### src/sv/spm_pkg.sv
`default_nettype none
package spm_pkg;

  // sample and fixed point formats
  localparam int ADC_BITS  = 12;
  localparam int FRAC_BITS = 8;
  localparam int GAIN_W    = FRAC_BITS + 4;
  localparam int DZ_W      = FRAC_BITS + 1;
  localparam int ANG_W     = 8;

  // pedal datapath widths
  localparam int NUM_W  = ADC_BITS + FRAC_BITS + 3;
  localparam int MAG_W  = NUM_W - 1;
  localparam int PROD_W = MAG_W + GAIN_W;
  localparam int DIVD_W = PROD_W + 7;
  localparam int PCT_MAX = 100 << FRAC_BITS;
  localparam int QUO_W  = $clog2(PCT_MAX + 1);
  localparam int PCT_W  = 16;

  // servo side
  localparam int PULSE_W     = 14;
  localparam int PULSE_MAX   = (1 << PULSE_W) - 1;
  localparam int NEUTRAL_OFS = 7500 - 2000;
  localparam int NEUTRAL_W   = PULSE_W;
  localparam int RUD_SHIFT   = FRAC_BITS - 3;
  localparam int RUDP_W      = PCT_W + ANG_W + 1;
  localparam int ADJ_MAX     = (PCT_MAX * ((1 << ANG_W) - 1)) >> RUD_SHIFT;
  localparam int BIAS_Q      = ADJ_MAX / 27 + 1;
  localparam int BIAS        = 27 * BIAS_Q;
  localparam int BIAS_W      = $clog2(2 * BIAS + 1);
  localparam int RECIP_SHIFT = 30;
  localparam int RECIP       = (1 << RECIP_SHIFT) / 27 + 1;
  localparam int RECIP_W     = $clog2(RECIP + 1);
  localparam int DQ_W        = $clog2(2 * BIAS_Q + 1);

  // pipeline depths
  localparam int PED_LAT   = 5 + QUO_W;
  localparam int PUL_LAT   = 5;
  localparam int TOTAL_LAT = PED_LAT + PUL_LAT;

  // configuration map
  localparam int CFG_AW = 5;
  typedef enum logic [2:0] {
    REG_LEFT_ZERO  = 3'd0,
    REG_LEFT_FULL  = 3'd1,
    REG_RIGHT_ZERO = 3'd2,
    REG_RIGHT_FULL = 3'd3,
    REG_GAIN       = 3'd4,
    REG_DEADZONE   = 3'd5,
    REG_MAX_DEFL   = 3'd6
  } cfg_idx_t;

  typedef struct packed {
    logic [DIVD_W-1:0] rem;
    logic [QUO_W-1:0]  quo;
    logic [MAG_W-1:0]  den;
  } div_t;

endpackage
`default_nettype wire

### src/sv/spm_pulse.sv
`default_nettype none
module spm_pulse (
  input  wire logic                                clk,
  input  wire logic                                en,
  input  wire logic        [spm_pkg::PCT_W-1:0]    pct_left,
  input  wire logic        [spm_pkg::PCT_W-1:0]    pct_right,
  input  wire logic        [spm_pkg::ADC_BITS-1:0] trim,
  input  wire logic        [spm_pkg::ANG_W-1:0]    angle,
  output logic             [spm_pkg::PULSE_W-1:0]  pulse,
  output logic signed      [spm_pkg::PCT_W-1:0]    rudder
);
  import spm_pkg::*;

  logic signed [PCT_W-1:0]  rud1_r, rud2_r, rud3_r, rud4_r, rud5_r;
  logic [NEUTRAL_W-1:0]     neu1_r, neu2_r, neu3_r, neu4_r;
  logic signed [RUDP_W-1:0] ra2_r, adj;
  logic [BIAS_W-1:0]        b3_r;
  logic [RUDP_W-1:0]        b_sum;
  logic [BIAS_W+RECIP_W-1:0] bm;
  logic [DQ_W-1:0]          q4_r;
  logic signed [PULSE_W+2:0] p_s;
  logic [PULSE_W-1:0]       pulse5_r, pulse_nxt;

  always_comb begin
    adj   = ra2_r >>> RUD_SHIFT;
    // bias keeps the dividend positive so the reciprocal floors correctly
    b_sum = RUDP_W'(adj) + RUDP_W'(BIAS);
    bm    = (BIAS_W + RECIP_W)'(b3_r) * (BIAS_W + RECIP_W)'(RECIP);
    p_s   = (PULSE_W + 3)'($signed({1'b0, neu4_r})) + (PULSE_W + 3)'($signed({1'b0, q4_r}))
          - (PULSE_W + 3)'(BIAS_Q);
    if (p_s < 0) begin
      pulse_nxt = '0;
    end else if (p_s > (PULSE_W + 3)'(PULSE_MAX)) begin
      pulse_nxt = PULSE_W'(PULSE_MAX);
    end else begin
      pulse_nxt = p_s[PULSE_W-1:0];
    end
  end

  always_ff @(posedge clk) begin
    if (en) begin
      rud1_r   <= $signed(pct_left) - $signed(pct_right);
      neu1_r   <= NEUTRAL_W'(trim) + NEUTRAL_W'(NEUTRAL_OFS);
      rud2_r   <= rud1_r;
      neu2_r   <= neu1_r;
      ra2_r    <= RUDP_W'(rud1_r) * RUDP_W'($signed({1'b0, angle}));
      rud3_r   <= rud2_r;
      neu3_r   <= neu2_r;
      b3_r     <= b_sum[BIAS_W-1:0];
      rud4_r   <= rud3_r;
      neu4_r   <= neu3_r;
      q4_r     <= bm[RECIP_SHIFT +: DQ_W];
      rud5_r   <= rud4_r;
      pulse5_r <= pulse_nxt;
    end
  end

  assign pulse  = pulse5_r;
  assign rudder = rud5_r;

endmodule
`default_nettype wire

### config.mk
export PLATFORM = sky130hd
export DESIGN_NAME = spm_pulse
export DESIGN_NICKNAME = d
export VERILOG_FILES = /design/src/sv/spm_pkg.sv /design/src/sv/spm_pulse.sv
export SDC_FILE = /design/constraint.sdc
export NUM_CORES = 1
export LEC_CHECK = 0
export CAP_MARGIN = 20
export CORE_MARGIN = 1.5
export CORE_UTILIZATION = 60
export DETAILED_ROUTE_END_ITERATION = 12
export DONT_BUFFER_PORTS = 1
export PLACE_DENSITY_LB_ADDON = 0.1
export SLEW_MARGIN = 20
export SYNTH_ARGS = -nofsm -noshare
export SYNTH_HDL_FRONTEND = slang
export SYNTH_SLANG_ARGS = --single-unit
### constraint.sdc
create_clock -name clk -period 14.36 [get_ports clk]
set_input_delay 0.718 -clock clk [delete_from_list [all_inputs] [get_ports clk]]
set_output_delay 0.718 -clock clk [all_outputs]
set_load 0.01 [all_outputs]
==> run_results.csv <==
group,metric,value,unit
clock_tree,h-tree-depth,1,
synth,syn-instance-count,1710,
clock_tree,cts_resized,0,
placement,hpwl,29400,um
worst_hold_path,holdCritStartpoint,"trim[0]",
synth,yosysSeqAreaShare,31.4,%
route,dr.max_layer_used,"met4",
route,dr_wl_met2,17100,um
route,wl_per_cell,16.4,um
grt,grt_first_pass_wirelength,58300,um
timing,setup_tns,0,ns
setup_path,path_class,"reg2reg",
route,drt-met1-wl,15600,um
timing,hold_violations,0,
layout,layout_common_cells,"441 x inv_1, 265 x ha_1, 241 x fa_1",
clock_tree,cts.clk_slew.worst_paths,0.06,ns
setup_path,path_max_fanout,7,
timing,finalMaxSlewViolations,0,
timing,finalSetupViolations,0,
clock_tree,cts_sinks,202,
clock_tree,numCtsBuffers,23,
route,vias,11300,
setup_path,cpMaxStageDelayCell,"fa_1",
synth,ys_types,57,
setup_path,cp-start-kind,"flop",
setup_path,reg2reg_depth,19,
setup_path,r2r_slack,8.14,ns
layout,final_nets,2285,
grt,antenna_found_initial,0,
layout,antennaDiodeCount,0,
setup_path,end_kind,"flop",
timing,max_slew_margin,19.8,%
route,via_per_inst,5.29,
floorplan,pin_count,84,
grt,track_usage,22.3,%
clock_tree,cts_setup_buffers,0,
setup_path,startpoint,"b3_r[2]",
clock_tree,clk_latency,0.53,ns
floorplan,fp.dieW,182,um
synth,yosys_warnings,0,
status,status,"finished clean",
floorplan,fp-row-count,65,
floorplan,die-area,0.0333,mm^2
setup_path,slowest_delay,0.57,ns
setup_path,r2r_start,"b3_r[2]",
synth,syn_avg_cell_area,11.3,um^2
timing,worst_pin_slew,1.19,ns
floorplan,initial_core_util,61.0,%
synth,synth_fp_nets,2270,
worst_hold_path,hp-class,"in2reg",
floorplan,core_area,0.0316,mm^2
route,drtIter0Drc,510,
timing,period_share,43.3,%
synth,ys_ff_latch,202,
route,wl_met3,1540,um
timing,worst_hold_slack,0.290,ns
clock_tree,cts_root_buffer,"clkbuf_16",
route,drtPass1Iterations,5,
placement,gp_congestion,0.951,
setup_path,path_cells,"inv_1 > fa_1 > inv_1 > fa_1 > inv_1 > fa_1 > inv_1 > fa_1 > fa_1 > fa_1 > ha_1 > and3_4 > a21boi_0 > o41ai_2 > nand3_1 > o2111ai_2 > a31oi_4 > a21o_2 > o31a_1",
setup_path,cp_common_cell,"fa_1",
placement,port_buffers,0,
setup_path,r2r-end,"q4_r[10]",
floorplan,die_h,182,um
grt,overflow,0,
setup_path,critical_path_arrival,6.51,ns
layout,layout-drive-gt1-share,3.16,%
layout,syn_to_final_growth,6.34,%
clock_tree,tritoncts,"done",
route,postRouteAntennaNets,0,
timing,fmax,0.161,GHz
layout,final_common_cell,"inv_1",
timing,rsz0062_at_grt,"no",
route,remaining_drc_errors,0,
job,cap_violations,0,
synth,async_flop_share,0,%
clock_tree,clockBufferDepth,3,
timing,min_period,6.22,ns
worst_hold_path,min_to,"neu1_r[0]",
grt,grt_pass1_vias,11800,
timing,clock_skew,0.00833,ns
route,routed_wl,35200,um
synth,syn_area,0.0193,mm^2
synth,synth_edf_count,202,
synth,synth_ff_type,"edfxtp_1",
worst_hold_path,min_delay_path_depth,0,
grt,grt_max_degree,203,
clock_tree,ctsHoldBuffers,0,
setup_path,required,14.65,ns
## layer usage
layer,vias to the layer above,GRT usage (%)
met5,-,0
met4,0,6.28
met3,46,3.67
met2,208,39.1
met1,5524,28.8
li1,5552,-
## worst max path at each step
stage / cells past startpoint / slack, ns / endpoint
floorplan: 19 / 8.56 / q4_r[10]
global placement: 19 / 8.18 / q4_r[10]
detailed placement: 19 / 8.11 / q4_r[10]
CTS: 19 / 8.10 / q4_r[10]
global route: 19 / 7.82 / q4_r[8]
finish: 19 / 8.14 / q4_r[10]
## final cells by class
type | instances | area (um^2)
multi-input combinational | 1056 | 11500
fill | 2491 | 11100
clock inverter | 14 | 175
timing repair buffer | 1 | 7.51
sequential | 202 | 6070
tap | 402 | 503
clock buffer | 25 | 583
inverter | 441 | 1660
## synthesized netlist by cell type (all sizes together) (15+ instances only)
| master | instances | area (um^2) |
|---|---|---|
| nor3 | 15 | 75.1 |
| o21ai | 30 | 150 |
| edfxtp | 202 | 6070 |
| a21o | 19 | 145 |
| xor2 | 23 | 201 |
| xnor2 | 49 | 429 |
| nand3 | 21 | 105 |
| nor2 | 45 | 169 |
| ha | 265 | 3320 |
| o21a | 15 | 113 |
| nand2 | 74 | 278 |
| inv | 441 | 1660 |
| fa | 241 | 4820 |
| a21oi | 63 | 315 |
| and2 | 85 | 532 |
## registers in the layout, indices dropped and copies added (netlist names)
| signal | count |
|---|---|
| ra2_r | 19 |
| pulse | 14 |
| b3_r | 19 |
| neu4_r | 14 |
| q4_r | 14 |
| rud2_r | 16 |
| neu2_r | 14 |
| neu3_r | 14 |
| rud4_r | 16 |
| rud1_r | 16 |
| rud3_r | 16 |
| rudder | 16 |
| neu1_r | 14 |
## through the flow
step                      area [um^2]  utilization [%]  cells  worst slack, ns
after global placement          19800             62.5   2102             8.18
after floorplan                 19300                -   1710             8.56
after CTS                       20500             64.9   2141             8.10
after detailed placement        19800             62.5   2102             8.11
final                           20500             64.9   2141             8.14
after global routing            20500             64.9   2141             7.82
## kinds of logic (layout without fill, tap and decap cells)
family / count (synthesis) / in the layout / share of synthesized area [%]
adder cells (fa/ha/maj): 506 / 506 / 42.2
buffers and inverters: 452 / 481 / 8.80
AND/OR/NAND/NOR: 287 / 287 / 7.72
flip-flops: 202 / 202 / 31.4
AO/OA/AOI/OAI: 191 / 191 / 6.64
XOR/XNOR: 72 / 72 / 3.27
## critical path, delay by kind of cell, from the launching register on
kind	cells	cell delay, ns
AO/OA/AOI/OAI	6	1.38
buffers and inverters	4	0.31
AND/OR/NAND/NOR	2	0.42
adder cells (fa/ha/maj)	7	3.35
flip-flops	1	0.51
Power is not shown: default switching activity piles up to over one toggle a cycle in this logic, so the estimate is an artifact.
