### src/sv/spm_pkg.sv
`default_nettype none
package spm_pkg;

  // sample and fixed point formats
  localparam int ADC_BITS  = 12;
  localparam int FRAC_BITS = 8;
  localparam int GAIN_W    = FRAC_BITS + 4;
  localparam int DZ_W      = FRAC_BITS + 1;
  localparam int ANG_W     = 8;

  // pedal datapath widths
  localparam int NUM_W  = ADC_BITS + FRAC_BITS + 3;
  localparam int MAG_W  = NUM_W - 1;
  localparam int PROD_W = MAG_W + GAIN_W;
  localparam int DIVD_W = PROD_W + 7;
  localparam int PCT_MAX = 100 << FRAC_BITS;
  localparam int QUO_W  = $clog2(PCT_MAX + 1);
  localparam int PCT_W  = 16;

  // servo side
  localparam int PULSE_W     = 14;
  localparam int PULSE_MAX   = (1 << PULSE_W) - 1;
  localparam int NEUTRAL_OFS = 7500 - 2000;
  localparam int NEUTRAL_W   = PULSE_W;
  localparam int RUD_SHIFT   = FRAC_BITS - 3;
  localparam int RUDP_W      = PCT_W + ANG_W + 1;
  localparam int ADJ_MAX     = (PCT_MAX * ((1 << ANG_W) - 1)) >> RUD_SHIFT;
  localparam int BIAS_Q      = ADJ_MAX / 27 + 1;
  localparam int BIAS        = 27 * BIAS_Q;
  localparam int BIAS_W      = $clog2(2 * BIAS + 1);
  localparam int RECIP_SHIFT = 30;
  localparam int RECIP       = (1 << RECIP_SHIFT) / 27 + 1;
  localparam int RECIP_W     = $clog2(RECIP + 1);
  localparam int DQ_W        = $clog2(2 * BIAS_Q + 1);

  // pipeline depths
  localparam int PED_LAT   = 5 + QUO_W;
  localparam int PUL_LAT   = 5;
  localparam int TOTAL_LAT = PED_LAT + PUL_LAT;

  // configuration map
  localparam int CFG_AW = 5;
  typedef enum logic [2:0] {
    REG_LEFT_ZERO  = 3'd0,
    REG_LEFT_FULL  = 3'd1,
    REG_RIGHT_ZERO = 3'd2,
    REG_RIGHT_FULL = 3'd3,
    REG_GAIN       = 3'd4,
    REG_DEADZONE   = 3'd5,
    REG_MAX_DEFL   = 3'd6
  } cfg_idx_t;

  typedef struct packed {
    logic [DIVD_W-1:0] rem;
    logic [QUO_W-1:0]  quo;
    logic [MAG_W-1:0]  den;
  } div_t;

endpackage
`default_nettype wire

### src/sv/spm_div_step.sv
`default_nettype none
module spm_div_step #(
  parameter int SHIFT = 0
) (
  input  wire logic         clk,
  input  wire logic         en,
  input  wire spm_pkg::div_t div_i,
  output spm_pkg::div_t     div_o
);
  import spm_pkg::*;

  div_t              div_r;
  div_t              div_nxt;
  logic [DIVD_W-1:0] trial;

  // one restoring step: subtract the shifted divisor when it fits
  always_comb begin
    trial   = DIVD_W'(div_i.den) << SHIFT;
    div_nxt = div_i;
    if (div_i.rem >= trial) begin
      div_nxt.rem        = div_i.rem - trial;
      div_nxt.quo[SHIFT] = 1'b1;
    end
  end

  always_ff @(posedge clk) begin
    if (en) begin
      div_r <= div_nxt;
    end
  end

  assign div_o = div_r;

endmodule
`default_nettype wire

### src/sv/spm_pedal.sv
`default_nettype none
module spm_pedal (
  input  wire logic                            clk,
  input  wire logic                            en,
  input  wire logic [spm_pkg::ADC_BITS-1:0]    pot,
  input  wire logic [spm_pkg::ADC_BITS-1:0]    zero_pt,
  input  wire logic [spm_pkg::ADC_BITS-1:0]    full_pt,
  input  wire logic [spm_pkg::GAIN_W-1:0]      gain,
  input  wire logic [spm_pkg::DZ_W-1:0]        deadzone,
  output logic      [spm_pkg::PCT_W-1:0]       pct
);
  import spm_pkg::*;

  typedef enum logic [1:0] {
    CLS_NORM,
    CLS_ZERO,
    CLS_FULL
  } cls_t;

  // stage 1: offsets from the calibrated points
  logic signed [NUM_W-1:0] z_s, f_s, v_s, d_s, base, num, den;
  cls_t                    cls_nxt;
  logic [MAG_W-1:0]        num_abs, den_abs;

  always_comb begin
    z_s  = NUM_W'($signed({1'b0, zero_pt}));
    f_s  = NUM_W'($signed({1'b0, full_pt}));
    v_s  = NUM_W'($signed({1'b0, pot}));
    d_s  = NUM_W'($signed({1'b0, deadzone}));
    base = (zero_pt == full_pt) ? '0 : (z_s <<< FRAC_BITS) + (f_s - z_s) * d_s;
    num  = (v_s <<< FRAC_BITS) - base;
    den  = (f_s <<< FRAC_BITS) - base;
    if (num == '0 || gain == '0) begin
      cls_nxt = CLS_ZERO;
    end else if (den == '0) begin
      cls_nxt = num[NUM_W-1] ? CLS_ZERO : CLS_FULL;
    end else if (num[NUM_W-1] != den[NUM_W-1]) begin
      cls_nxt = CLS_ZERO;
    end else begin
      cls_nxt = CLS_NORM;
    end
    num_abs = num[NUM_W-1] ? MAG_W'(-num) : MAG_W'(num);
    den_abs = den[NUM_W-1] ? MAG_W'(-den) : MAG_W'(den);
  end

  cls_t              cls1_r, cls2_r, cls3_r, cls4_r;
  logic [MAG_W-1:0]  num1_r, den1_r, den2_r, den3_r;
  logic [PROD_W-1:0] prod2_r;
  logic [DIVD_W-1:0] nv3_r;
  logic              ovf4_r;
  div_t              div4_r;

  always_ff @(posedge clk) begin
    if (en) begin
      cls1_r  <= cls_nxt;
      num1_r  <= num_abs;
      den1_r  <= den_abs;
      // stage 2: gain
      cls2_r  <= cls1_r;
      prod2_r <= PROD_W'(num1_r) * PROD_W'(gain);
      den2_r  <= den1_r;
      // stage 3: scale to percent
      cls3_r  <= cls2_r;
      nv3_r   <= DIVD_W'(prod2_r) * DIVD_W'(100);
      den3_r  <= den2_r;
      // stage 4: flag a quotient that would not fit, for saturation, and load the divider
      cls4_r      <= cls3_r;
      ovf4_r      <= (nv3_r >> QUO_W) >= DIVD_W'(den3_r);
      div4_r.rem  <= nv3_r;
      div4_r.quo  <= '0;
      div4_r.den  <= den3_r;
    end
  end

  // restoring divider, one quotient bit per stage
  div_t div_w [QUO_W+1];
  cls_t cls_pipe_r [QUO_W];
  logic ovf_pipe_r [QUO_W];

  assign div_w[0] = div4_r;

  for (genvar k = 0; k < QUO_W; k++) begin : g_div
    spm_div_step #(.SHIFT(QUO_W - 1 - k)) u_step (
      .clk   (clk),
      .en    (en),
      .div_i (div_w[k]),
      .div_o (div_w[k+1])
    );
  end

  // class and overflow flags ride along with the divider stages
  always_ff @(posedge clk) begin
    if (en) begin
      cls_pipe_r[0] <= cls4_r;
      ovf_pipe_r[0] <= ovf4_r;
      for (int k = 1; k < QUO_W; k++) begin
        cls_pipe_r[k] <= cls_pipe_r[k-1];
        ovf_pipe_r[k] <= ovf_pipe_r[k-1];
      end
    end
  end

  // final stage: clamp and special cases
  logic [PCT_W-1:0] pct_r, pct_nxt;

  always_comb begin
    case (cls_pipe_r[QUO_W-1])
      CLS_ZERO: pct_nxt = '0;
      CLS_FULL: pct_nxt = PCT_W'(PCT_MAX);
      CLS_NORM: begin
        if (ovf_pipe_r[QUO_W-1] || div_w[QUO_W].quo > QUO_W'(PCT_MAX)) begin
          pct_nxt = PCT_W'(PCT_MAX);
        end else begin
          pct_nxt = PCT_W'(div_w[QUO_W].quo);
        end
      end
      default: pct_nxt = '0;
    endcase
  end

  always_ff @(posedge clk) begin
    if (en) begin
      pct_r <= pct_nxt;
    end
  end

  assign pct = pct_r;

endmodule
`default_nettype wire

### config.mk
export PLATFORM = sky130hd
export DESIGN_NAME = spm_pedal
export DESIGN_NICKNAME = d
export VERILOG_FILES = /design/src/sv/spm_pkg.sv /design/src/sv/spm_div_step.sv /design/src/sv/spm_pedal.sv
export SDC_FILE = /design/constraint.sdc
export NUM_CORES = 2
export LEC_CHECK = 0
export BUFFER_PORTS_ARGS = -buffer_cell sky130_fd_sc_hd__clkbuf_2
export CORE_UTILIZATION = 48
export DETAILED_ROUTE_END_ITERATION = 12
export PLACE_DENSITY_LB_ADDON = 0.12
export SKIP_LAST_GASP = 1
export SLEW_MARGIN = 20
export SYNTH_ARGS = -nofsm -noshare
export SYNTH_HDL_FRONTEND = slang
export SYNTH_HIERARCHICAL = 1
export SYNTH_SLANG_ARGS = --single-unit
### constraint.sdc
create_clock -name clk -period 31.5 [get_ports clk]
set_clock_uncertainty 0.05 [all_clocks]
set_input_delay 3.15 -clock clk [delete_from_list [all_inputs] [get_ports clk]]
set_output_delay 3.15 -clock clk [all_outputs]
set_load 0.01 [all_outputs]
==> results.sh <==
export IMPL_drc=0
export IMPL_cts_hold_buf=0
export IMPL_cts_tree="built"
export IMPL_max_freq_mhz=78.4
export IMPL_dieArea_um2=187000
export IMPL_crit_arrival_ns=13.33
export IMPL_vias=59400
export IMPL_setup_viol=0
export IMPL_area_growth_pct=9.06
export IMPL_start_util_pct=48.5
export IMPL_postSynthCellCount=8026
export IMPL_antenna_found_initial=9
export IMPL_crit_fanout=9
export IMPL_relSlewSlack_pct=19.2
export IMPL_die_x_um=433
export IMPL_endpoint_kind="register"
export IMPL_rrSetupSlack_ns=24.25
export IMPL_slew_viol_final=0
export IMPL_grt_total_usage_pct=23.2
export IMPL_cts_buffers_inserted=158
export IMPL_min_to="cls_pipe_r[0][2]$_DFFE_PP_"
export IMPL_r2r_start="num1_r[2]$_DFFE_PP_"
export IMPL_setup_tns_ns=0
export IMPL_firstDrtPassIters=6
export IMPL_hp_class="reg2reg"
export IMPL_hold_start="cls_pipe_r[0][0]$_DFFE_PP_"
export IMPL_slowest_delay_ns=0.61
export IMPL_wl_per_cell_um=20.3
export IMPL_setup_ws_ns=18.75
export IMPL_layout_drive_gt1_share_pct=6.86
export IMPL_grt_pass1_wl_um=337000
export IMPL_grt_pass1_vias=58800
export IMPL_min_period_ns=12.75
export IMPL_postRouteAntennaNets=0
export IMPL_path_class="in2reg"
export IMPL_cp_start_kind="input pin"
export IMPL_period_share_pct=40.5
export IMPL_rsz0062_at_grt="false"
export IMPL_h_tree_depth=4
export IMPL_r2r_end="prod2_r[25]$_DFFE_PP_"
export IMPL_place_gp_congestion=0.919
export IMPL_clk_latency_ns=0.81
export IMPL_layout_nets=9124
export IMPL_port_buffers=73
export IMPL_cp_common_cell="o21ai_0"
export IMPL_ioPinCount=75
export IMPL_vias_per_cell=5.56
export IMPL_worst_hold_slack_ns=0.335
export IMPL_hpwl_um=168000
export IMPL_status="finished, final reports clean"
export IMPL_fp_dieH_um=433
export IMPL_synthesis_area_um2=89100
export IMPL_clk_pin_slew_ns=0.06
export IMPL_clockRootBuffer="clkbuf_16"
export IMPL_whs_path_depth=0
export IMPL_tightest_slew_ns=1.20
export IMPL_num_rows=157
export IMPL_cp_slowest_cell="xnor2_1"
export IMPL_worstPathRequired_ns=32.08
export IMPL_yosys_warnings=6
export IMPL_diodes=0
export IMPL_clock_sinks=1397
export IMPL_cts_repair_resized=0
export IMPL_drtIter0Drc=4255
export IMPL_wirelength_um=216000
export IMPL_clockBufferDepth=3
export IMPL_postCtsSetupRepairBufs=0
export IMPL_grt_max_degree=166
export IMPL_core_area_um2=184000
export IMPL_reg2reg_depth=19
export IMPL_report_final_hold_viol_count=0
export IMPL_grt_overflow_total=0
export IMPL_cap_viol_max_count=0
export IMPL_pre_cts_ws_ns=18.06
export IMPL_avgSynthCellArea_um2=11.1
-- cell type report --
| cell class | count | area (um2) |
|---|---|---|
| clock buffer | 190 | 4070 |
| clock inverter | 98 | 1280 |
| fill | 16300 | 86600 |
| inverter | 972 | 3650 |
| multi-input combinational | 5446 | 42500 |
| sequential | 1397 | 42000 |
| tap | 2464 | 3080 |
| timing repair buffer | 108 | 656 |
-- critical path, delay by kind of cell --
kind | cells | cell delay, ns
adders and majority gates | 8 | 3.65
xor gates and xnor gates | 2 | 0.73
and+or+nand+nor | 12 | 2.74
buffers and inverters | 5 | 0.38
AOI/OAI and AO/OA | 12 | 2.66
-- state kept, by name, summed over array words and instances (netlist names), 21 cells and up --
signal and flops:
cls_pipe_r 30, g_div.u_step/div_o 1107, den1_r 21, prod2_r 34
num1_r 22, div4_r 61, den3_r 22, den2_r 22
nv3_r 39
-- how the worst max path moves through the flow --
stage          slack (ns)  startpoint  cells after the start                      end
3_5_place_dp        18.06  zero_pt[1]                     39  cls1_r[1]$_SDFFCE_PP0P_
2_1_floorplan       19.30  zero_pt[1]                     39  cls1_r[1]$_SDFFCE_PP0P_
4_1_cts             18.88  zero_pt[1]                     40  cls1_r[1]$_SDFFCE_PP0P_
5_1_grt             17.95  zero_pt[1]                     40  cls1_r[1]$_SDFFCE_PP0P_
6_report            18.75  zero_pt[1]                     39  cls1_r[1]$_SDFFCE_PP0P_
3_3_place_gp        18.07  zero_pt[1]                     39  cls1_r[1]$_SDFFCE_PP0P_
-- through the flow --
| step | utilization, % | cell area (um2) | cells |
|---|---|---|---|
| after global routing | 52.9 | 97200 | 10700 |
| after global placement | 50.0 | 91900 | 10400 |
| after floorplan | - | 89200 | 8045 |
| after CTS | 52.9 | 97200 | 10700 |
| after detailed placement | 50.0 | 91900 | 10400 |
| final | 52.9 | 97200 | 10700 |
-- cell usage in the layout, fill, tap and decap left out, types with 45 or more instances in the layout --
master / count
and2_1: 173
a31oi_1: 45
fa_1: 357
clkbuf_2: 72
a21oi_1: 465
o21bai_1: 48
xnor2_1: 305
nand2_1: 782
inv_1: 971
ha_1: 625
nor4_1: 69
nor2b_1: 63
a21o_1: 148
xor2_1: 246
nor3_1: 112
and3_1: 58
o21ai_0: 385
nand2b_1: 76
clkbuf_16: 158
o211ai_1: 49
nand3_1: 112
nor2_1: 404
o21a_1: 65
edfxtp_1: 1397
nand4_1: 85
-- metal layers --
| layer | share of wire [%] | wire [um] | vias to the layer above | global-route usage, % |
|---|---|---|---|---|
| met5 | 0.0088 | 19 | - | 0 |
| met4 | 2.8 | 6040 | 2 | 7.13 |
| met3 | 4.1 | 8810 | 302 | 2.65 |
| met2 | 49 | 107000 | 1317 | 39.9 |
| met1 | 44 | 94900 | 29200 | 30.8 |
| li1 | - | - | 28600 | - |
Power is not shown: default switching activity piles up to over one toggle a cycle in this logic, so the estimate is an artifact.
